### config.mk
export PLATFORM = sky130hd
export DESIGN_NAME = tdma_slot_frame_timebase
export DESIGN_NICKNAME = d
export VERILOG_FILES = /design/src/design/tsft_pkg.sv /design/src/design/tdma_slot_frame_timebase.sv /design/src/design/tsft_core.sv
export SDC_FILE = /design/constraint.sdc
export NUM_CORES = 1
export LEC_CHECK = 0
export ABC_AREA = 1
export ABC_CLOCK_PERIOD_IN_PS = 3900
export BUFFER_PORTS_ARGS = -buffer_cell sky130_fd_sc_hd__clkbuf_2
export CORE_UTILIZATION = 55
export DETAILED_ROUTE_END_ITERATION = 12
export GPL_TIMING_DRIVEN = 0
export PLACE_DENSITY = 0.78
export SLEW_MARGIN = 20
export SYNTH_ARGS = -nofsm -noshare
export SYNTH_HDL_FRONTEND = slang
export SYNTH_HIERARCHICAL = 1
export SYNTH_SLANG_ARGS = --single-unit
### constraint.sdc
create_clock -name clk_i -period 3.9 [get_ports clk_i]
set_clock_uncertainty 0.2 [all_clocks]
set_input_delay 0.78 -clock clk_i [delete_from_list [all_inputs] [get_ports clk_i]]
set_output_delay 0.78 -clock clk_i [all_outputs]
set_load 0.05 [all_outputs]
### src/design/tsft_pkg.sv
// ----------------------------------------------------------------------------
// tsft_pkg
// Shared types and constants for the TDMA slot/frame/multiframe time base.
// ----------------------------------------------------------------------------
package tsft_pkg;

  localparam int unsigned SlotW  = 3;
  localparam int unsigned FrameW = 5;
  localparam int unsigned MfW    = 6;

  localparam logic [SlotW-1:0]  SlotsPerFrame = 3'd4;
  localparam logic [SlotW-1:0]  SlaveLag      = 3'd3;
  localparam logic [FrameW-1:0] FramesPerMf   = 5'd18;
  localparam logic [MfW-1:0]    MfPerHf       = 6'd60;

  localparam int unsigned InDataW  = 16;
  localparam int unsigned InUserW  = 2;
  localparam int unsigned OutDataW = 32;

  typedef enum logic [1:0] {
    REQ_TICK   = 2'd0,
    REQ_FULL   = 2'd1,
    REQ_MASTER = 2'd2,
    REQ_SLAVE  = 2'd3
  } tsft_req_e;

  typedef struct packed {
    logic [SlotW-1:0]  slot;
    logic [FrameW-1:0] frame;
    logic [MfW-1:0]    mf;
  } tsft_time_t;

  typedef struct packed {
    tsft_req_e   req_type;
    logic [1:0]  slot_in;
    logic [4:0]  frame_in;
    logic [5:0]  multiframe_in;
  } tsft_item_t;

  typedef struct packed {
    logic [SlotW-1:0]  slot_now;
    logic [FrameW-1:0] frame_now;
    logic [MfW-1:0]    multiframe_now;
    logic [SlotW-1:0]  slot_slave;
    logic [FrameW-1:0] frame_slave;
    logic              in_sync;
    logic              frame18;
    logic              sync_block_slot;
    logic              network_block_slot;
    logic              frame18_slave;
  } tsft_result_t;

endpackage

### src/design/tdma_slot_frame_timebase.sv
// ----------------------------------------------------------------------------
// tdma_slot_frame_timebase
// TDMA time base: slot 1..4, frame 1..18(19), multiframe 1..60, with resync.
// ----------------------------------------------------------------------------
// channel   dir  valid/ready                   payload
// s_axis    in   s_axis_tvalid/s_axis_tready   tdata: slot_in, frame_in, mf_in
//                                              tuser: req_type
// m_axis    out  m_axis_tvalid/m_axis_tready   tdata: time, slave time, marks
//
// One transfer in gives one transfer out; a transfer can be taken every cycle
// while the output is not stalled. Each transfer passes the input register,
// then the result register, with the time update done between them.
// Reset sets time 1/1/1 and clears the match flag; no clearing pass.
// A stalled output holds its result; the input register then refills once.
// ----------------------------------------------------------------------------
module tdma_slot_frame_timebase import tsft_pkg::*; (
  input  logic                clk_i,
  input  logic                rst_ni,
  input  logic                s_axis_tvalid,
  output logic                s_axis_tready,
  // [1:0] slot_in, [6:2] frame_in, [12:7] multiframe_in, [15:13] zero
  input  logic [InDataW-1:0]  s_axis_tdata,
  // [1:0] req_type
  input  logic [InUserW-1:0]  s_axis_tuser,
  output logic                m_axis_tvalid,
  input  logic                m_axis_tready,
  // [2:0] slot_now, [7:3] frame_now, [13:8] multiframe_now, [16:14] slot_slave,
  // [21:17] frame_slave, [22] in_sync, [23] frame18, [24] sync_block_slot,
  // [25] network_block_slot, [26] frame18_slave, [31:27] zero
  output logic [OutDataW-1:0] m_axis_tdata
);

  logic         in_v_q;
  tsft_item_t   in_q;
  logic         out_v_q;
  tsft_result_t out_q;
  tsft_time_t   time_q;
  tsft_time_t   time_d;
  logic         match_q;
  logic         match_d;
  tsft_result_t res;
  logic         adv;
  logic         take;

  assign adv           = in_v_q && (!out_v_q || m_axis_tready);
  assign s_axis_tready = !in_v_q || adv;
  assign take          = s_axis_tvalid && s_axis_tready;

  tsft_core u_core (
    .item_i  (in_q),
    .cur_i   (time_q),
    .match_i (match_q),
    .nxt_o   (time_d),
    .match_o (match_d),
    .res_o   (res)
  );

  always_ff @(posedge clk_i or negedge rst_ni) begin
    if (!rst_ni) begin
      in_v_q  <= 1'b0;
      out_v_q <= 1'b0;
      time_q  <= '{slot: 3'd1, frame: 5'd1, mf: 6'd1};
      match_q <= 1'b0;
    end else begin
      if (take) begin
        in_v_q <= 1'b1;
      end else if (adv) begin
        in_v_q <= 1'b0;
      end
      if (adv) begin
        out_v_q <= 1'b1;
        time_q  <= time_d;
        match_q <= match_d;
      end else if (m_axis_tready) begin
        out_v_q <= 1'b0;
      end
    end
  end

  always_ff @(posedge clk_i) begin
    if (take) begin
      in_q.req_type      <= tsft_req_e'(s_axis_tuser);
      in_q.slot_in       <= s_axis_tdata[1:0];
      in_q.frame_in      <= s_axis_tdata[6:2];
      in_q.multiframe_in <= s_axis_tdata[12:7];
    end
    if (adv) begin
      out_q <= res;
    end
  end

  assign m_axis_tvalid = out_v_q;
  assign m_axis_tdata  = {5'd0,
                          out_q.frame18_slave,
                          out_q.network_block_slot,
                          out_q.sync_block_slot,
                          out_q.frame18,
                          out_q.in_sync,
                          out_q.frame_slave,
                          out_q.slot_slave,
                          out_q.multiframe_now,
                          out_q.frame_now,
                          out_q.slot_now};

endmodule

### src/design/tsft_core.sv
// ----------------------------------------------------------------------------
// tsft_core
// Next-time logic: slot tick, full/master/slave resync, slave time and marks.
// ----------------------------------------------------------------------------
module tsft_core import tsft_pkg::*; (
  input  tsft_item_t   item_i,
  input  tsft_time_t   cur_i,
  input  logic         match_i,
  output tsft_time_t   nxt_o,
  output logic         match_o,
  output tsft_result_t res_o
);

  logic [SlotW-1:0]  tn;
  logic [FrameW-1:0] fn_clamp;
  logic [MfW-1:0]    mn_clamp;
  logic [SlotW-1:0]  slv_slot_cur;
  logic [FrameW-1:0] slv_frame_cur;
  logic [FrameW-1:0] tick_frame;
  logic [SlotW-1:0]  slv_sum;
  logic [SlotW-1:0]  slv_slot_nxt;
  logic [FrameW-1:0] slv_frame_nxt;
  logic [1:0]        mf_p1;
  logic [1:0]        mf_p3;
  logic              fr18;

  assign tn = {1'b0, item_i.slot_in} + 3'd1;

  always_comb begin
    if (item_i.frame_in == '0) begin
      fn_clamp = 5'd1;
    end else if (item_i.frame_in > FramesPerMf) begin
      fn_clamp = FramesPerMf;
    end else begin
      fn_clamp = item_i.frame_in;
    end
    if (item_i.multiframe_in == '0) begin
      mn_clamp = 6'd1;
    end else if (item_i.multiframe_in > MfPerHf) begin
      mn_clamp = MfPerHf;
    end else begin
      mn_clamp = item_i.multiframe_in;
    end
  end

  // slave time three slots behind the held time
  always_comb begin
    if (cur_i.slot < SlotsPerFrame) begin
      slv_slot_cur  = cur_i.slot + SlotsPerFrame - SlaveLag;
      slv_frame_cur = (cur_i.frame == 5'd1) ? FramesPerMf : cur_i.frame - 5'd1;
    end else begin
      slv_slot_cur  = cur_i.slot - SlaveLag;
      slv_frame_cur = cur_i.frame;
    end
  end

  assign tick_frame = (cur_i.slot == SlotsPerFrame) ? cur_i.frame + 5'd1 : cur_i.frame;
  assign slv_sum    = tn + SlaveLag;

  always_comb begin
    nxt_o   = cur_i;
    match_o = match_i;
    unique case (item_i.req_type)
      REQ_TICK: begin
        nxt_o.slot = (cur_i.slot == SlotsPerFrame) ? 3'd1 : cur_i.slot + 3'd1;
        if (tick_frame > FramesPerMf) begin
          nxt_o.frame = 5'd1;
          nxt_o.mf    = (cur_i.mf >= MfPerHf) ? 6'd1 : cur_i.mf + 6'd1;
        end else begin
          nxt_o.frame = tick_frame;
        end
      end
      REQ_FULL: begin
        match_o = (tn == cur_i.slot) && (item_i.frame_in == cur_i.frame) &&
                  (item_i.multiframe_in == cur_i.mf);
        nxt_o.slot  = tn;
        nxt_o.frame = fn_clamp;
        nxt_o.mf    = mn_clamp;
      end
      REQ_MASTER: begin
        match_o = (tn == cur_i.slot) && (item_i.frame_in == cur_i.frame);
        nxt_o.slot  = tn;
        nxt_o.frame = fn_clamp;
      end
      REQ_SLAVE: begin
        match_o = (tn == slv_slot_cur) && (item_i.frame_in == slv_frame_cur);
        if (slv_sum > SlotsPerFrame) begin
          nxt_o.slot  = slv_sum - SlotsPerFrame;
          nxt_o.frame = fn_clamp + 5'd1;
        end else begin
          nxt_o.slot  = slv_sum;
          nxt_o.frame = fn_clamp;
        end
      end
      default: begin
        nxt_o = cur_i;
      end
    endcase
  end

  always_comb begin
    if (nxt_o.slot < SlotsPerFrame) begin
      slv_slot_nxt  = nxt_o.slot + SlotsPerFrame - SlaveLag;
      slv_frame_nxt = (nxt_o.frame == 5'd1) ? FramesPerMf : nxt_o.frame - 5'd1;
    end else begin
      slv_slot_nxt  = nxt_o.slot - SlaveLag;
      slv_frame_nxt = nxt_o.frame;
    end
  end

  assign mf_p1 = nxt_o.mf[1:0] + 2'd1;
  assign mf_p3 = nxt_o.mf[1:0] + 2'd3;
  assign fr18  = (nxt_o.frame == FramesPerMf);

  always_comb begin
    res_o.slot_now           = nxt_o.slot;
    res_o.frame_now          = nxt_o.frame;
    res_o.multiframe_now     = nxt_o.mf;
    res_o.slot_slave         = slv_slot_nxt;
    res_o.frame_slave        = slv_frame_nxt;
    res_o.in_sync            = match_o;
    res_o.frame18            = fr18;
    res_o.sync_block_slot    = fr18 && (nxt_o.slot == SlotsPerFrame - {1'b0, mf_p1});
    res_o.network_block_slot = fr18 && (nxt_o.slot == SlotsPerFrame - {1'b0, mf_p3});
    res_o.frame18_slave      = (slv_frame_nxt == FramesPerMf);
  end

endmodule

**Yosys cells after proc, flatten, opt, wreduce, memory -nomap -nowiden**

Index checks and enable logic that the tools add are counted.
W data, S select, Z words.

- Flip-flop bits (word level): 59
- Latch bits: 0
- RAM bits: 0
- ROM bits: 0
- Bits of input ports: 22
- Output and inout bits: 34
- Logic and storage cells: 101
- Memories: 0

- $add $sub $neg: 19
- $mul: 0
- Div/mod/pow operators: 0
- $lt $le $gt $ge: 7
- Equal/unequal tests: 15
- Shift-type cells: 0
- Multiplexer cells: 23
- Bitwise logic cells: 0
- Reduce and logical (&&, ||, !) cells: 17

Operators by type and width:

| cell | number |
|---|---|
| $mux W5 | 8 |
| $mux W6 | 4 |
| $pmux W8 S3 | 1 |
| $eq A3 B3 Y1 | 4 |
| $pmux W6 S2 | 1 |
| $sub A3 B2 Y3 const B | 4 |
| $add A5 B1 Y5 const B | 2 |
| $eq A5 B1 Y1 const B | 2 |
| $eq A5 B5 Y1 | 2 |
| $eq A5 B5 Y1 const B | 2 |
| $gt A5 B5 Y1 const B | 2 |
| $sub A5 B1 Y5 const B | 2 |
| $mux W3 | 3 |
| $mux W8 | 1 |
| $logic_and A1 B1 Y1 | 7 |
| $add A3 B3 Y3 const B | 2 |
| $add A6 B1 Y6 const B | 1 |
| $eq A6 B6 Y1 | 1 |
| $ge A6 B6 Y1 const B | 1 |
| $gt A6 B6 Y1 const B | 1 |
| $logic_not A6 Y1 | 1 |
| $lt A3 B3 Y1 const B | 2 |
| $sub A3 B2 Y3 const A | 2 |
| $logic_not A5 Y1 | 1 |
| other kinds (17) | 24 |

**Logic depth before layout (Yosys ltp)**

- Word-level depth: 10
- Mapped depth: 22
- Mapped depth without buffers: 22

**By module**

Netlist, hierarchy kept.

Modules (own cells, without submodules):

| module | instances | cells each | area each (µm²) |
|---|---|---|---|
| tdma_slot_frame_timebase | 1 | 123 | 2,064.5 |
| tsft_core | 1 | 350 | 2,020.7 |

**Worst setup path before layout**

Ideal clock, no wire load.

- Kind: flip-flop to flip-flop
- Start: register time_q[6] (netlist name)
- End: register out_q (netlist bit m_axis_tdata[24]) (data pin)
- Arrival: 2.656 ns
- Path slack: 0.789 ns
- Cell stages (with the launch flop): 21
- Path buffers: 0
- Path through: dfstp_2 > inv_1 > ha_1 > inv_1 > nand3_1 > nand2_2 > nor2_4 > nor2_4 > nand2_4 > nand2_8 > o21ai_1 > inv_1 > o211ai_1 > a22oi_2 > ha_1 > xor2_1 > nand3_1 > nand2_2 > inv_2 > nand2_1 > nor2_2

RTL lines:

| element | line | source |
|---|---|---|
| from (decl) | tdma_slot_frame_timebase.sv:37 | `tsft_time_t time_q;` |
| from (signal assigned) | tdma_slot_frame_timebase.sv:62 | `time_q <= '{slot: 3'd1, frame: 5'd1, mf: 6'd1};` |
| from (signal assigned) | tdma_slot_frame_timebase.sv:72 | `time_q <= time_d;` |
| to (signal assigned) | tdma_slot_frame_timebase.sv:88 | `out_q <= res;` |
| to (decl) | tdma_slot_frame_timebase.sv:36 | `tsft_result_t out_q;` |

==> impl_metrics.csv <==
group,metric,value,unit
run_status,status,"finished clean",
drt,vias,3371,
setup_path,arrival,3480,ps
timing,setup_viol,0,
place,port_buffers,47,
drt,first_pass_iters,6,
place,dp_hpwl,6560,um
place,routabilityCongestion,0.8715,
floorplan,coreArea,7214,sq um
timing,clock.fmax,278.2,MHz
drt,postRouteWirelength,8804,um
final_layout,nFillCells,622,
global_routing,busiest_layer,"met2",
setup_path,required,3790,ps
setup_path,critPathLaunchType,"flip-flop",
floorplan,dieArea,7777,sq um
drt,ant_nets,0,
power_and_ir_drop,powerDensity,639.9,nW/um^2
setup_path,worstPathMaxFanout,10,
floorplan,num_rows,31,
setup_path,crit_type,"flip-flop to flip-flop",
power_and_ir_drop,power,3006,uW
global_routing,track_usage,24.33,%
final_layout,diodes,0,
clocking,cts_tree,"yes",
power_and_ir_drop,ir_drop,250.7,uV
floorplan,die_w,88.19,um
timing,timing.final.crit_share,92.16,%
yosys,synth_edf_count,42,
yosys,synth_cells,473,
global_routing,grt_pass1_wl,14290,um
yosys,ys_warn_count,6,
global_routing,antenna_found_initial,0,
clocking,cts.sinks,59,
clocking,clk_latency,330,ps
final_layout,drive_above_1_share,29.44,%
global_routing,grt_max_degree,28,
drt,wl_per_cell,13.78,um
floorplan,initial_utilization,56.63,%
clocking,cts_setup_buffers,0,
timing,relSlewSlack,33.68,%
yosys,yosysSeqAreaShare,41.38,%
drt,drc,0,
clocking,hold_buffers,0,
drt,first_iter_violations,227,
final_layout,seqCellArea,1690,sq um
power_and_ir_drop,power_leakage,0.002298,uW
timing,rsz0062_at_grt,"false",
clocking,clk_path_buf_depth,2,
floorplan,die_height,88.19,um
yosys,avgSynthCellArea,8.637,sq um
timing,hold-worst-slack,166.9,ps
worst_hold_path,min_path_type,"primary input to async pin",
timing,finalHoldViolCount,0,
clocking,cts.clk_slew.worst_paths,80,ps
yosys,yosysTopAreaCell,"edfxtp_1",
clocking,cts.repair.resized,0,
timing,finalCriticalPeriod,3594,ps
yosys,synth-seq-cells,59,
global_routing,use_met3,3.864,%
yosys,synth.area.top_cells,"edfxtp_1 31%, dfrtp_1 8.6%, nand2_1 8.4%",
global_routing,grt_pass1_vias,3180,
floorplan,io_pins,56,
final_layout,multiInputGateArea,1914,sq um
yosys,synth.distinct_cells,48,
flow_run,drv_cap,0,
clocking,h-tree-depth,3,
global_routing,overflow,0,
timing,drv_slew,0,
timing,tightest_slew,993.7,ps
final_layout,nNetsFinal,576,
final_layout,syn_to_final_growth,15.01,%
clocking,clockRootBuffer,"clkbuf_8",
yosys,async_flop_share,28.81,%
drt,via_per_inst,5.275,
yosys,synth_ff_type,"edfxtp_1",
global_routing,use_met2,39.86,%
timing,fin_tns_setup,0,ps
clocking,cts_buffers,9,
yosys,yosysTopAreaCellShare,30.87,%
yosys,netlist_area,4085,sq um
setup_path,end_kind,"flip-flop",
global_routing,met1_usage,32.19,%
[final cells by class]
cell class                      instances  share of cell area (%)
Multi-Input combinational cell        319                   40.75
Buffer                                 33                   5.246
Timing Repair Buffer                   47                   5.007
Tap cell                               99                   2.636
Inverter                               66                   5.300
Clock inverter                          7                   2.450
Clock buffer                            9                   2.636
Sequential cell                        59                   35.98
[power by group]
| group | total, uW | internal (uW) | switching (uW) |
|---|---|---|---|
| clock | 680 | 423 | 257 |
| combinational | 1360 | 451 | 907 |
| sequential | 969 | 844 | 125 |
| total | 3010 | 1720 | 1290 |
[layer usage]
metal	part of all wire, %	wire length, um
met4	1.3	116
met1	46	4018
met2	48	4191
met5	0	0
met3	5.4	477
[state kept, by name (all words and copies together), names as in the netlist]
register and cells:
in_q 15, in_v_q 1, m_axis_tdata 27, m_axis_tvalid 1, match_q 1, time_q 14
[cells by family after synthesis]
kind of cell / count (synthesis) / share of synthesized area (%)
AO/OA/AOI/OAI: 43 / 6.953
buffers and inverters: 99 / 12.13
AND/OR/NAND/NOR: 231 / 28.94
XOR/XNOR: 21 / 4.686
other: 1 / 0.09180
adder cells (fa/ha/maj): 19 / 5.819
flip-flops: 59 / 41.38
[Yosys cell counts, types with 11 or more instances]
| library cell | n |
|---|---|
| nor2_1 | 25 |
| o21ai_0 | 11 |
| dfrtp_1 | 14 |
| xor2_1 | 18 |
| nand3_1 | 44 |
| edfxtp_1 | 42 |
| ha_1 | 19 |
| nand2_1 | 91 |
| buf_4 | 23 |
| nand2_2 | 29 |
| inv_1 | 58 |
[worst max-delay path, stage by stage, from the launching register on]
cell      delay [ps]
dfstp_2          640
inv_1            110
ha_1             330
inv_1             80
nand3_1           80
nand2_2          110
nor2_4            40
nor2_4           110
nand2_4           90
nand2_8          120
o21ai_1          100
inv_1            120
o211ai_1         100
a22oi_2          240
ha_1             300
xor2_1           200
nand3_1          130
nand2_2          100
inv_2             40
nand2_1           60
nor2_2            40
[per-stage QoR]
step           worst slack [ps]  cells  util, %  area [sq um]
6_report                  305.9    639    65.12          4698
5_1_grt                   126.5    639    65.12          4698
4_1_cts                   356.3    639    65.12          4698
3_5_place_dp              397.6    623    61.81          4459
3_3_place_gp              459.9    623    61.81          4459
2_1_floorplan             789.0    477        -          4100
[final timing paths]
kind                                              end  slack [ps]  cells after the start                  start
min reg2reg                     time_q[9]$_DFFE_PN0P_         280                      2  time_q[9]$_DFFE_PN0P_
min                             time_q[5]$_DFFE_PN0P_         170                      1                 rst_ni
min in group clk_i              time_q[9]$_DFFE_PN0P_         280                      2  time_q[9]$_DFFE_PN0P_
max reg2reg                m_axis_tdata[24]$_DFFE_PP_         310                     20  time_q[6]$_DFFE_PN1P_
max                        m_axis_tdata[24]$_DFFE_PP_         310                     20  time_q[6]$_DFFE_PN1P_
max in group asynchronous       time_q[6]$_DFFE_PN1P_        3000                      1                 rst_ni
[cell usage in the layout (no fill, tap or decap), types with 2 or more instances in the layout]
cell type,synthesis,final
nor2_1,25,25
o211ai_1,4,4
buf_6,2,2
nand4_1,8,8
xnor2_1,2,2
xor2_1,18,18
nor2_2,6,6
a21oi_1,8,8
nor3_1,7,7
dfrtp_1,14,14
o221ai_1,2,2
o21ai_0,11,11
clkbuf_2,1,48
o21ai_1,2,2
nand2_4,7,7
inv_2,7,7
clkbuf_8,0,9
dfstp_2,3,3
buf_2,3,3
o22ai_1,5,5
nand2_1,91,91
buf_4,23,23
conb_1,1,5
bufinv_16,0,3
ha_1,19,19
nor4_1,4,4
clkbuf_1,3,3
nand2_8,2,2
a22oi_1,2,2
nand2_2,29,29
edfxtp_1,42,42
nand3_1,44,44
nand3_2,2,2
inv_1,58,58
clkinv_2,1,2
nor2_4,3,3
No activity file was read; power rests on OpenSTA's default activity.
